--- src/hw/rtl/bdfs_pkg.sv ---
`timescale 1ns / 1ps

package bdfs_pkg;

    // Binary input and the BCD field that a full conversion fills
    localparam int BIN_W  = 16;
    localparam int BCD_DIGITS = 5;
    localparam int BCD_W  = 4 * BCD_DIGITS;

    // Places that can reach the display, and the width of a place index
    localparam int PLACES = 4;
    localparam int POS_W  = 2;
    localparam int FRAME_W = 8;

    // Shift-add-3 conversion split into equal register stages
    localparam int STEPS_PER_STAGE = 4;
    localparam int STAGE_COUNT = BIN_W / STEPS_PER_STAGE;

    // Work word that moves down the conversion pipeline
    typedef struct packed {
        logic             valid;
        logic [BCD_W-1:0] bcd;
        logic [BIN_W-1:0] bin;
    } t_dd_word;

    // One shift-add-3 step: correct each digit, then shift in the next binary bit
    function automatic t_dd_word dabble_step(input t_dd_word w);
        t_dd_word         r;
        logic [BCD_W-1:0] fixed;
        fixed = w.bcd;
        for (int d = 0; d < BCD_DIGITS; d++) begin
            if (fixed[4*d +: 4] >= 4'd5) begin
                fixed[4*d +: 4] = fixed[4*d +: 4] + 4'd3;
            end
        end
        r.valid = w.valid;
        r.bcd   = {fixed[BCD_W-2:0], w.bin[BIN_W-1]};
        r.bin   = {w.bin[BIN_W-2:0], 1'b0};
        return r;
    endfunction

endpackage

--- src/hw/rtl/bdfs_dabble_stage.sv ---
`timescale 1ns / 1ps

module bdfs_dabble_stage
    import bdfs_pkg::*;
(
    input  logic     i_clk,
    input  logic     i_rst_n,
    input  t_dd_word i_up,
    output logic     o_up_ready,
    output t_dd_word o_dn,
    input  logic     i_dn_ready
);

    t_dd_word r_word;
    logic     r_valid;
    t_dd_word n_word;

    // Run this stage's share of conversion steps on the incoming word
    always_comb begin
        n_word = i_up;
        for (int s = 0; s < STEPS_PER_STAGE; s++) begin
            n_word = dabble_step(n_word);
        end
    end

    // Take a new word when empty or when the current one moves on
    assign o_up_ready = !r_valid || i_dn_ready;

    always_ff @(posedge i_clk) begin
        if (!i_rst_n) begin
            r_valid <= 1'b0;
        end else if (o_up_ready) begin
            r_valid <= i_up.valid;
        end
    end

    // Hold payload unless a transfer loads it
    always_ff @(posedge i_clk) begin
        if (o_up_ready && i_up.valid) begin
            r_word <= n_word;
        end
    end

    always_comb begin
        o_dn       = r_word;
        o_dn.valid = r_valid;
    end

endmodule

--- src/hw/rtl/bdfs_frame_serializer.sv ---
`timescale 1ns / 1ps

module bdfs_frame_serializer
    import bdfs_pkg::*;
#(
    parameter int DIGITS = 4
)(
    input  logic               i_clk,
    input  logic               i_rst_n,
    input  t_dd_word           i_word,
    output logic               o_in_ready,
    output logic               o_strobe,
    output logic [FRAME_W-1:0] o_frame,
    output logic [POS_W-1:0]   o_position,
    output logic               o_last
);

    localparam logic [POS_W-1:0] LAST_POS = POS_W'(DIGITS - 1);

    logic                  r_active;
    logic [POS_W-1:0]      r_pos;
    logic [4*PLACES-1:0]   r_digits;
    logic                  at_last;
    logic                  load;

    assign at_last    = (r_pos == LAST_POS);
    assign o_in_ready = !r_active || at_last;
    assign load       = o_in_ready && i_word.valid;

    // Advance one place per cycle; reload from the pipeline after the final place
    always_ff @(posedge i_clk) begin
        if (!i_rst_n) begin
            r_active <= 1'b0;
            r_pos    <= '0;
        end else if (load) begin
            r_active <= 1'b1;
            r_pos    <= '0;
        end else if (r_active) begin
            r_active <= !at_last;
            r_pos    <= at_last ? '0 : r_pos + 1'b1;
        end
    end

    // Shift the next digit into the low nibble each frame
    always_ff @(posedge i_clk) begin
        if (load) begin
            r_digits <= i_word.bcd[4*PLACES-1:0];
        end else if (r_active) begin
            r_digits <= {4'd0, r_digits[4*PLACES-1:4]};
        end
    end

    assign o_strobe   = r_active;
    assign o_frame    = {r_digits[3:0], 4'b1000 >> r_pos};
    assign o_position = r_pos;
    assign o_last     = at_last;

    // Frames of one value come in order, one per cycle
    a_pos_step: assert property (@(posedge i_clk) disable iff (!i_rst_n)
        (r_active && !at_last) |=> (r_active && r_pos == $past(r_pos) + 1'b1))
        else $error("frame sequence skipped a place");

    // A value's first frame is always the ones place
    a_first_ones: assert property (@(posedge i_clk) disable iff (!i_rst_n)
        load |=> (r_active && r_pos == '0))
        else $error("new value did not start at ones place");

    // Digit nibble stays decimal and select stays one-hot
    a_frame_ok: assert property (@(posedge i_clk) disable iff (!i_rst_n)
        r_active |-> (r_digits[3:0] <= 4'd9 && $onehot(o_frame[3:0])))
        else $error("malformed display frame");

    // Never start a new value over a frame still pending
    a_no_overrun: assert property (@(posedge i_clk) disable iff (!i_rst_n)
        (r_active && !at_last) |-> !load)
        else $error("value loaded before previous frames finished");

endmodule

--- src/hw/rtl/bcd_digit_frame_sequencer.sv ---
`timescale 1ns / 1ps
// Path: a transferred value passes through the four conversion stages and the frame
//   register before its first frame, then the rest follow at one frame per cycle.
// Flow: the single frame output takes a value only when idle or at its last frame;
//   the conversion pipeline takes a new value every cycle while it has room.
// Reset (synchronous, active low) empties the pipeline and the frame register.
// The receiver cannot stall: each frame is valid for exactly one cycle.

module bcd_digit_frame_sequencer
    import bdfs_pkg::*;
#(
    parameter int DIGIT_COUNT = 4
)(
    input  logic               i_clk,
    input  logic               i_rst_n,
    input  logic               start,
    input  logic [BIN_W-1:0]   i_value,
    output logic               busy,
    output logic               o_strobe,
    output logic [FRAME_W-1:0] o_frame,
    output logic [POS_W-1:0]   o_position,
    output logic               o_last
);

    localparam int DIGITS = (DIGIT_COUNT < 1) ? 1 :
                            (DIGIT_COUNT > PLACES) ? PLACES : DIGIT_COUNT;

    t_dd_word stage_word [0:STAGE_COUNT];
    logic     stage_ready [0:STAGE_COUNT];

    // Feed the raw value into the first conversion stage
    always_comb begin
        stage_word[0].valid = start && !busy;
        stage_word[0].bcd   = '0;
        stage_word[0].bin   = i_value;
    end

    assign busy = !stage_ready[0];

    // Chain the conversion stages
    for (genvar g = 0; g < STAGE_COUNT; g++) begin : g_stage
        bdfs_dabble_stage u_stage (
            .i_clk      (i_clk),
            .i_rst_n    (i_rst_n),
            .i_up       (stage_word[g]),
            .o_up_ready (stage_ready[g]),
            .o_dn       (stage_word[g+1]),
            .i_dn_ready (stage_ready[g+1])
        );
    end

    // Emit one frame per place
    bdfs_frame_serializer #(
        .DIGITS (DIGITS)
    ) u_serializer (
        .i_clk      (i_clk),
        .i_rst_n    (i_rst_n),
        .i_word     (stage_word[STAGE_COUNT]),
        .o_in_ready (stage_ready[STAGE_COUNT]),
        .o_strobe   (o_strobe),
        .o_frame    (o_frame),
        .o_position (o_position),
        .o_last     (o_last)
    );

endmodule
--- config.mk ---
export PLATFORM = sky130hd
export DESIGN_NAME = bcd_digit_frame_sequencer
export DESIGN_NICKNAME = d
export VERILOG_FILES = /design/src/hw/rtl/bdfs_pkg.sv /design/src/hw/rtl/bdfs_dabble_stage.sv /design/src/hw/rtl/bdfs_frame_serializer.sv /design/src/hw/rtl/bcd_digit_frame_sequencer.sv
export SDC_FILE = /design/constraint.sdc
export NUM_CORES = 1
export LEC_CHECK = 0
export BUFFER_PORTS_ARGS = -buffer_cell sky130_fd_sc_hd__buf_2
export CAP_MARGIN = 15
export CORE_UTILIZATION = 35
export DETAILED_ROUTE_END_ITERATION = 12
export HOLD_SLACK_MARGIN = 0.02
export PLACE_DENSITY_LB_ADDON = 0.25
export SETUP_SLACK_MARGIN = 0.02
export SLEW_MARGIN = 0
export SYNTH_ARGS = -nofsm -noshare
export SYNTH_HDL_FRONTEND = slang
export SYNTH_SLANG_ARGS = --single-unit
--- constraint.sdc ---
create_clock -name i_clk -period 4.3 [get_ports i_clk]
set_input_delay 0.215 -clock i_clk [delete_from_list [all_inputs] [get_ports i_clk]]
set_output_delay 0.215 -clock i_clk [all_outputs]
set_load 0.02 [all_outputs]
---- Word level (Yosys, flattened, before mapping) ----
Cells that the tools add are included.
cells by class
  add/sub/neg operators ................... 62
  magnitude comparators ................... 61
  shifts and indexed selects .............. 1
  mux-type cells .......................... 66
  reduce and logical (&&, ||, !) cells .... 20
  eq/ne operators ......................... 1
  bitwise gates (word level) .............. 1
operators with widths
  kind                    count
  $ge A4 B3 Y1 const B    56
  $mux W4                 51
  $add A4 B2 Y4 const B   48
  $mux W16                2
  $mux W3                 9
  $add A3 B2 Y3 const B   8
  $add A1 B2 Y3 const B   4
  $ge A1 B3 Y1 const B    4
  $logic_not A1 Y1        7
  $logic_and A1 B1 Y1     6
  $logic_or A1 B1 Y1      5
  $shr A4 B2 Y4 const A   1
  $add A1 B2 Y3 const AB  1
  $ge A1 B3 Y1 const AB   1
  $mux W1                 3
  $add A2 B1 Y2 const B   1
  $eq A2 B2 Y1 const B    1
  $mux W2                 1
  $reduce_bool A2 Y1      1
  $reduce_or A2 Y1        1
  $not A1 Y1              1
word-level totals
  bits of input ports ..................... 19
  output and inout bits ................... 13
  flip-flop bits (word level) ............. 115
  logic and storage cells ................. 227

---- Longest topological paths before layout ----
  depth in word-level cells ............... 8
  depth in mapped cells ................... 20
  gate-level depth less buffers ........... 20

---- By module ----
From an unflattened synthesis, not the netlist that was laid out.
unflattened totals
  cells, all modules ...................... 1,755
  area total of the unflattened synthesis .. 14,781.7 sq um
by module, submodules not included
  module                     cells an instance  area each (sq um)  instances  seq. area each (sq um)
  bdfs_dabble_stage          423                3,459.6            4          980.9
  bdfs_frame_serializer      60                 929.6              1          540.5
  bcd_digit_frame_sequencer  3                  13.8               1          0.0

---- Worst setup path after synthesis ----
OpenSTA, ideal clock, no wires.
  path type ............................... reg2reg
  start ................................... register g_stage[0].u_stage.r_word, in the netlist g_stage[0].u_stage.o_dn[16]
  end ..................................... register g_stage[1].u_stage.r_word, in the netlist g_stage[1].u_stage.o_dn[22], data pin
  path buffers ............................ 0
  cell stages (with the launch flop) ...... 18
  clock period less this slack ............ 3.746 ns
  data required time ...................... 4.046 ns
  library setup time ...................... 0.254 ns
  slack ................................... 0.554 ns
  arrival ................................. 3.492 ns
  cell sequence ........................... edfxtp_1 ha_1 nand2b_1 a21oi_2 xnor2_1 ha_1 nor2b_1 a2111oi_2 a211oi_2 xnor2_2 o22ai_1 xnor2_2 inv_2 ha_1 and2_1 o32ai_1 o21ai_1 a21o_1
RTL lines
  what                      line                     source
  start: declaration        bdfs_dabble_stage.sv:14  t_dd_word r_word;
  start signal: assignment  bdfs_dabble_stage.sv:40  r_word <= n_word;
  end signal: assignment    bdfs_dabble_stage.sv:40
  end: declaration          bdfs_dabble_stage.sv:14

==> results.json <==
{
  "die_area_um2": 20900,
  "setup-tns-final_ps": 0,
  "cp-start-kind": "flop",
  "wl_per_cell_um": 12.0,
  "p_total_mw": 5.02,
  "core_um2": 19700,
  "async_reset_ff_share_pct": 0,
  "power.density_nw_per_um2": 632,
  "cts_htree_levels": 3,
  "place_hpwl_mm": 8.78,
  "final.min_clock_period_ps": 3920,
  "synth_ff_type": "edfxtp_1",
  "worstSetupPathType": "reg2reg",
  "power_leakage_nw": 3.00,
  "numCtsBuffers": 9,
  "ys_warn_count": 0,
  "yosys.area.top_type": "edfxtp_1",
  "drive_above_1_share_pct": 18.5,
  "skew_ps": 8.85,
  "gp_congestion": 0.801,
  "instances_no_fill": 1031,
  "min_period_over_period_pct": 91.1,
  "reg2reg_to": "g_stage[1].u_stage.o_dn[22]",
  "grt_max_degree": 27,
  "cts.sinks": 93,
  "max_freq_mhz": 255,
  "crit_path_top_delay_cell": "edfxtp_1",
  "ff2ff_path_depth": 18,
  "rows": 51,
  "ys_seq_area_share_pct": 38.2,
  "cp.required_ps": 4410,
  "cts_resized": 0,
  "cp_max_fo": 9,
  "numPortBuffers": 31,
  "setup_viol": 0,
  "ir_drop_v": 0.000261,
  "crit_top_cell": "ha_1",
  "hold_buffers": 5,
  "cp-end-kind": "flop",
  "netlist_area_um2": 7120,
  "timing.rr.start": "g_stage[0].u_stage.o_dn[16]",
  "yosysMostFrequentCell": "edfxtp_1",
  "dp_cells": 1009,
  "worstPathArrival_ps": 4030,
  "nets": 819,
  "syn_area_per_cell_um2": 9.72,
  "status": "complete, no violations",
  "hold_violations": 0,
  "cp_slowest_stage_delay_ps": 470,
  "drtAntennaViolNets": 0,
  "grt_pass1_vias": 4709,
  "wl_mm": 12.4,
  "grt_antenna_before_repair": 0,
  "cts_buffer_depth": 2,
  "drc": 0,
  "yosys-top-cells-count": "edfxtp_1 (86), nor2_1 (59), a21oi_1 (51), o21ai_0 (42), inv_1 (40)",
  "area_growth_pct": 11.5,
  "cts_tree": "yes",
  "clkSlewWorstSetupHoldPaths_ps": 70,
  "die_y_um": 145,
  "track_usage_pct": 12.5,
  "hp-class": "in2reg",
  "firstDrtPassIters": 5,
  "crit_path_end": "g_stage[1].u_stage.o_dn[22]",
  "netlist_instances": 733,
  "synth_nets": 791,
  "drtIter0Drc": 286,
  "die_width_um": 145,
  "initial_core_util_pct": 36.1,
  "cts_setup_buffers": 0,
  "grt_pass1_wl_mm": 21.2,
  "root_buffer": "clkbuf_16",
  "cap_viol_max_count": 0,
  "slew_viol_final": 0,
  "path_cells": "inv_1, ha_1, nand2b_1, a21oi_2, xnor2_1, ha_1, nor2b_1, a2111oi_2, a211oi_2, xnor2_2, o22ai_1, xnor2_2, inv_2, ha_1, and2_1, o32ai_1, o21ai_1, a21o_1",
  "rrSetupSlack_ps": 380,
  "diodes": 0,
  "overflow": 0,
  "yosys.cell_types.count": 74,
  "rsz0062_at_grt": "false",
  "synth_top_area_share_pct": 36.2,
  "insertion_delay_ps": 350,
  "crit_start": "g_stage[0].u_stage.o_dn[16]",
  "worst_pin_slew_ps": 1020,
  "relSlewSlack_pct": 32.0,
  "pin_count": 32,
  "yosys_register_bits": 93,
  "vias": 5273,
  "synthTopCellsByArea": "edfxtp_1 (36%), ha_1 (6.8%), mux2_2 (3.6%), a21oi_1 (3.6%), nor2_1 (3.1%)",
  "via_per_inst": 5.11,
  "synth-edff-count": 86
}
==> metrics by stage <==
stage	setup WS (ps)	hold WS, ps	utilization, %	instance area (um^2)
after global routing	79.6	24.3	40.3	7940
after detailed placement	425	393	38.4	7570
after CTS	383	21.3	40.2	7930
final	382	35.6	40.3	7940
after global placement	439	392	38.4	7570
after floorplan	554	314	-	7120
==> cells by family after synthesis <==
logic type,count (synthesis),synth area share (%)
AO/OA/AOI/OAI,248,24.1
AND/OR/NAND/NOR,197,13.8
flip-flops,93,38.2
buffers and inverters,77,4.37
multiplexers,47,7.32
adder cells (fa/ha/maj),40,6.99
XOR/XNOR,31,5.18
==> flip-flops by register name (all words and copies together), names as in the netlist <==
name and count:
u_serializer.o_strobe 1, u_serializer.o_position 2, u_serializer.r_digits 16, g_stage.u_stage.o_dn 70, g_stage.u_stage.r_valid 4
==> area by class of cell <==
class | instances | area, um^2
fillers | 1924 | 11800
multi-input cells | 563 | 4100
flip-flops and latches | 93 | 2720
well taps | 265 | 332
repair buffers | 49 | 310
clock buffers | 10 | 239
inverters | 45 | 171
clock inverters | 6 | 68.8
==> layout by cell type, fill, tap and decap left out, types with 6 or more instances in the layout <==
cell       instances
o21ai_1           18
and2_1             8
mux2i_1           21
edfxtp_1          86
o22ai_1           10
nand2_1           36
nor2_1            59
inv_1             40
xor2_1             6
ha_1              39
nand3_1           16
a21oi_1           51
xnor2_1           12
a21o_1            12
a31oi_1           10
dfxtp_1            7
buf_4             12
a211oi_1          13
clkbuf_16          9
and3_1             6
buf_2             31
mux2_2            23
a21oi_2           11
nor2b_1           22
o21a_1            13
nor3_1            14
nor3b_1            8
o21ai_0           42
nand2b_1          15
xnor2_2           12
==> worst min path at each step <==
stage                startpoint                          end  slack (ps)  cells past startpoint
finish              i_value[12]  g_stage[0].u_stage.o_dn[16]          40                      1
global route         i_value[7]  g_stage[0].u_stage.o_dn[11]          20                      1
CTS                 i_value[12]  g_stage[0].u_stage.o_dn[16]          20                      1
detailed placement   i_value[3]   g_stage[0].u_stage.o_dn[7]         390                      1
global placement     i_value[1]   g_stage[0].u_stage.o_dn[5]         390                      1
floorplan            i_value[6]  g_stage[0].u_stage.o_dn[10]         310                      0
==> per-layer routing <==
metal | up-vias | track usage [%] | part of all wire [%]
li1 | 2792 | - | -
met1 | 2408 | 16.4 | 51
met2 | 61 | 20.5 | 45
met3 | 12 | 2.44 | 2.4
met4 | 0 | 4.65 | 1.4
met5 | - | 0 | 0
==> where the power goes <==
part           total (mW)  switching [mW]  leakage, nW  internal [mW]
Clock               0.826           0.355        0.149          0.471
Combinational        2.87            1.61         1.99           1.27
Sequential           1.32          0.0818        0.857           1.24
Total                5.02            2.04         3.00           2.98
==> worst max-delay path: cells and delay by family (launching register included) <==
kind	cells	cell delay, ps
AOI/OAI and AO/OA	7	1250
xor gates and xnor gates	3	660
adders and majority gates	3	650
buffers and inverters	2	200
DFF	1	470
and+or+nand+nor	3	430
Power figures use the tool's default switching activity.
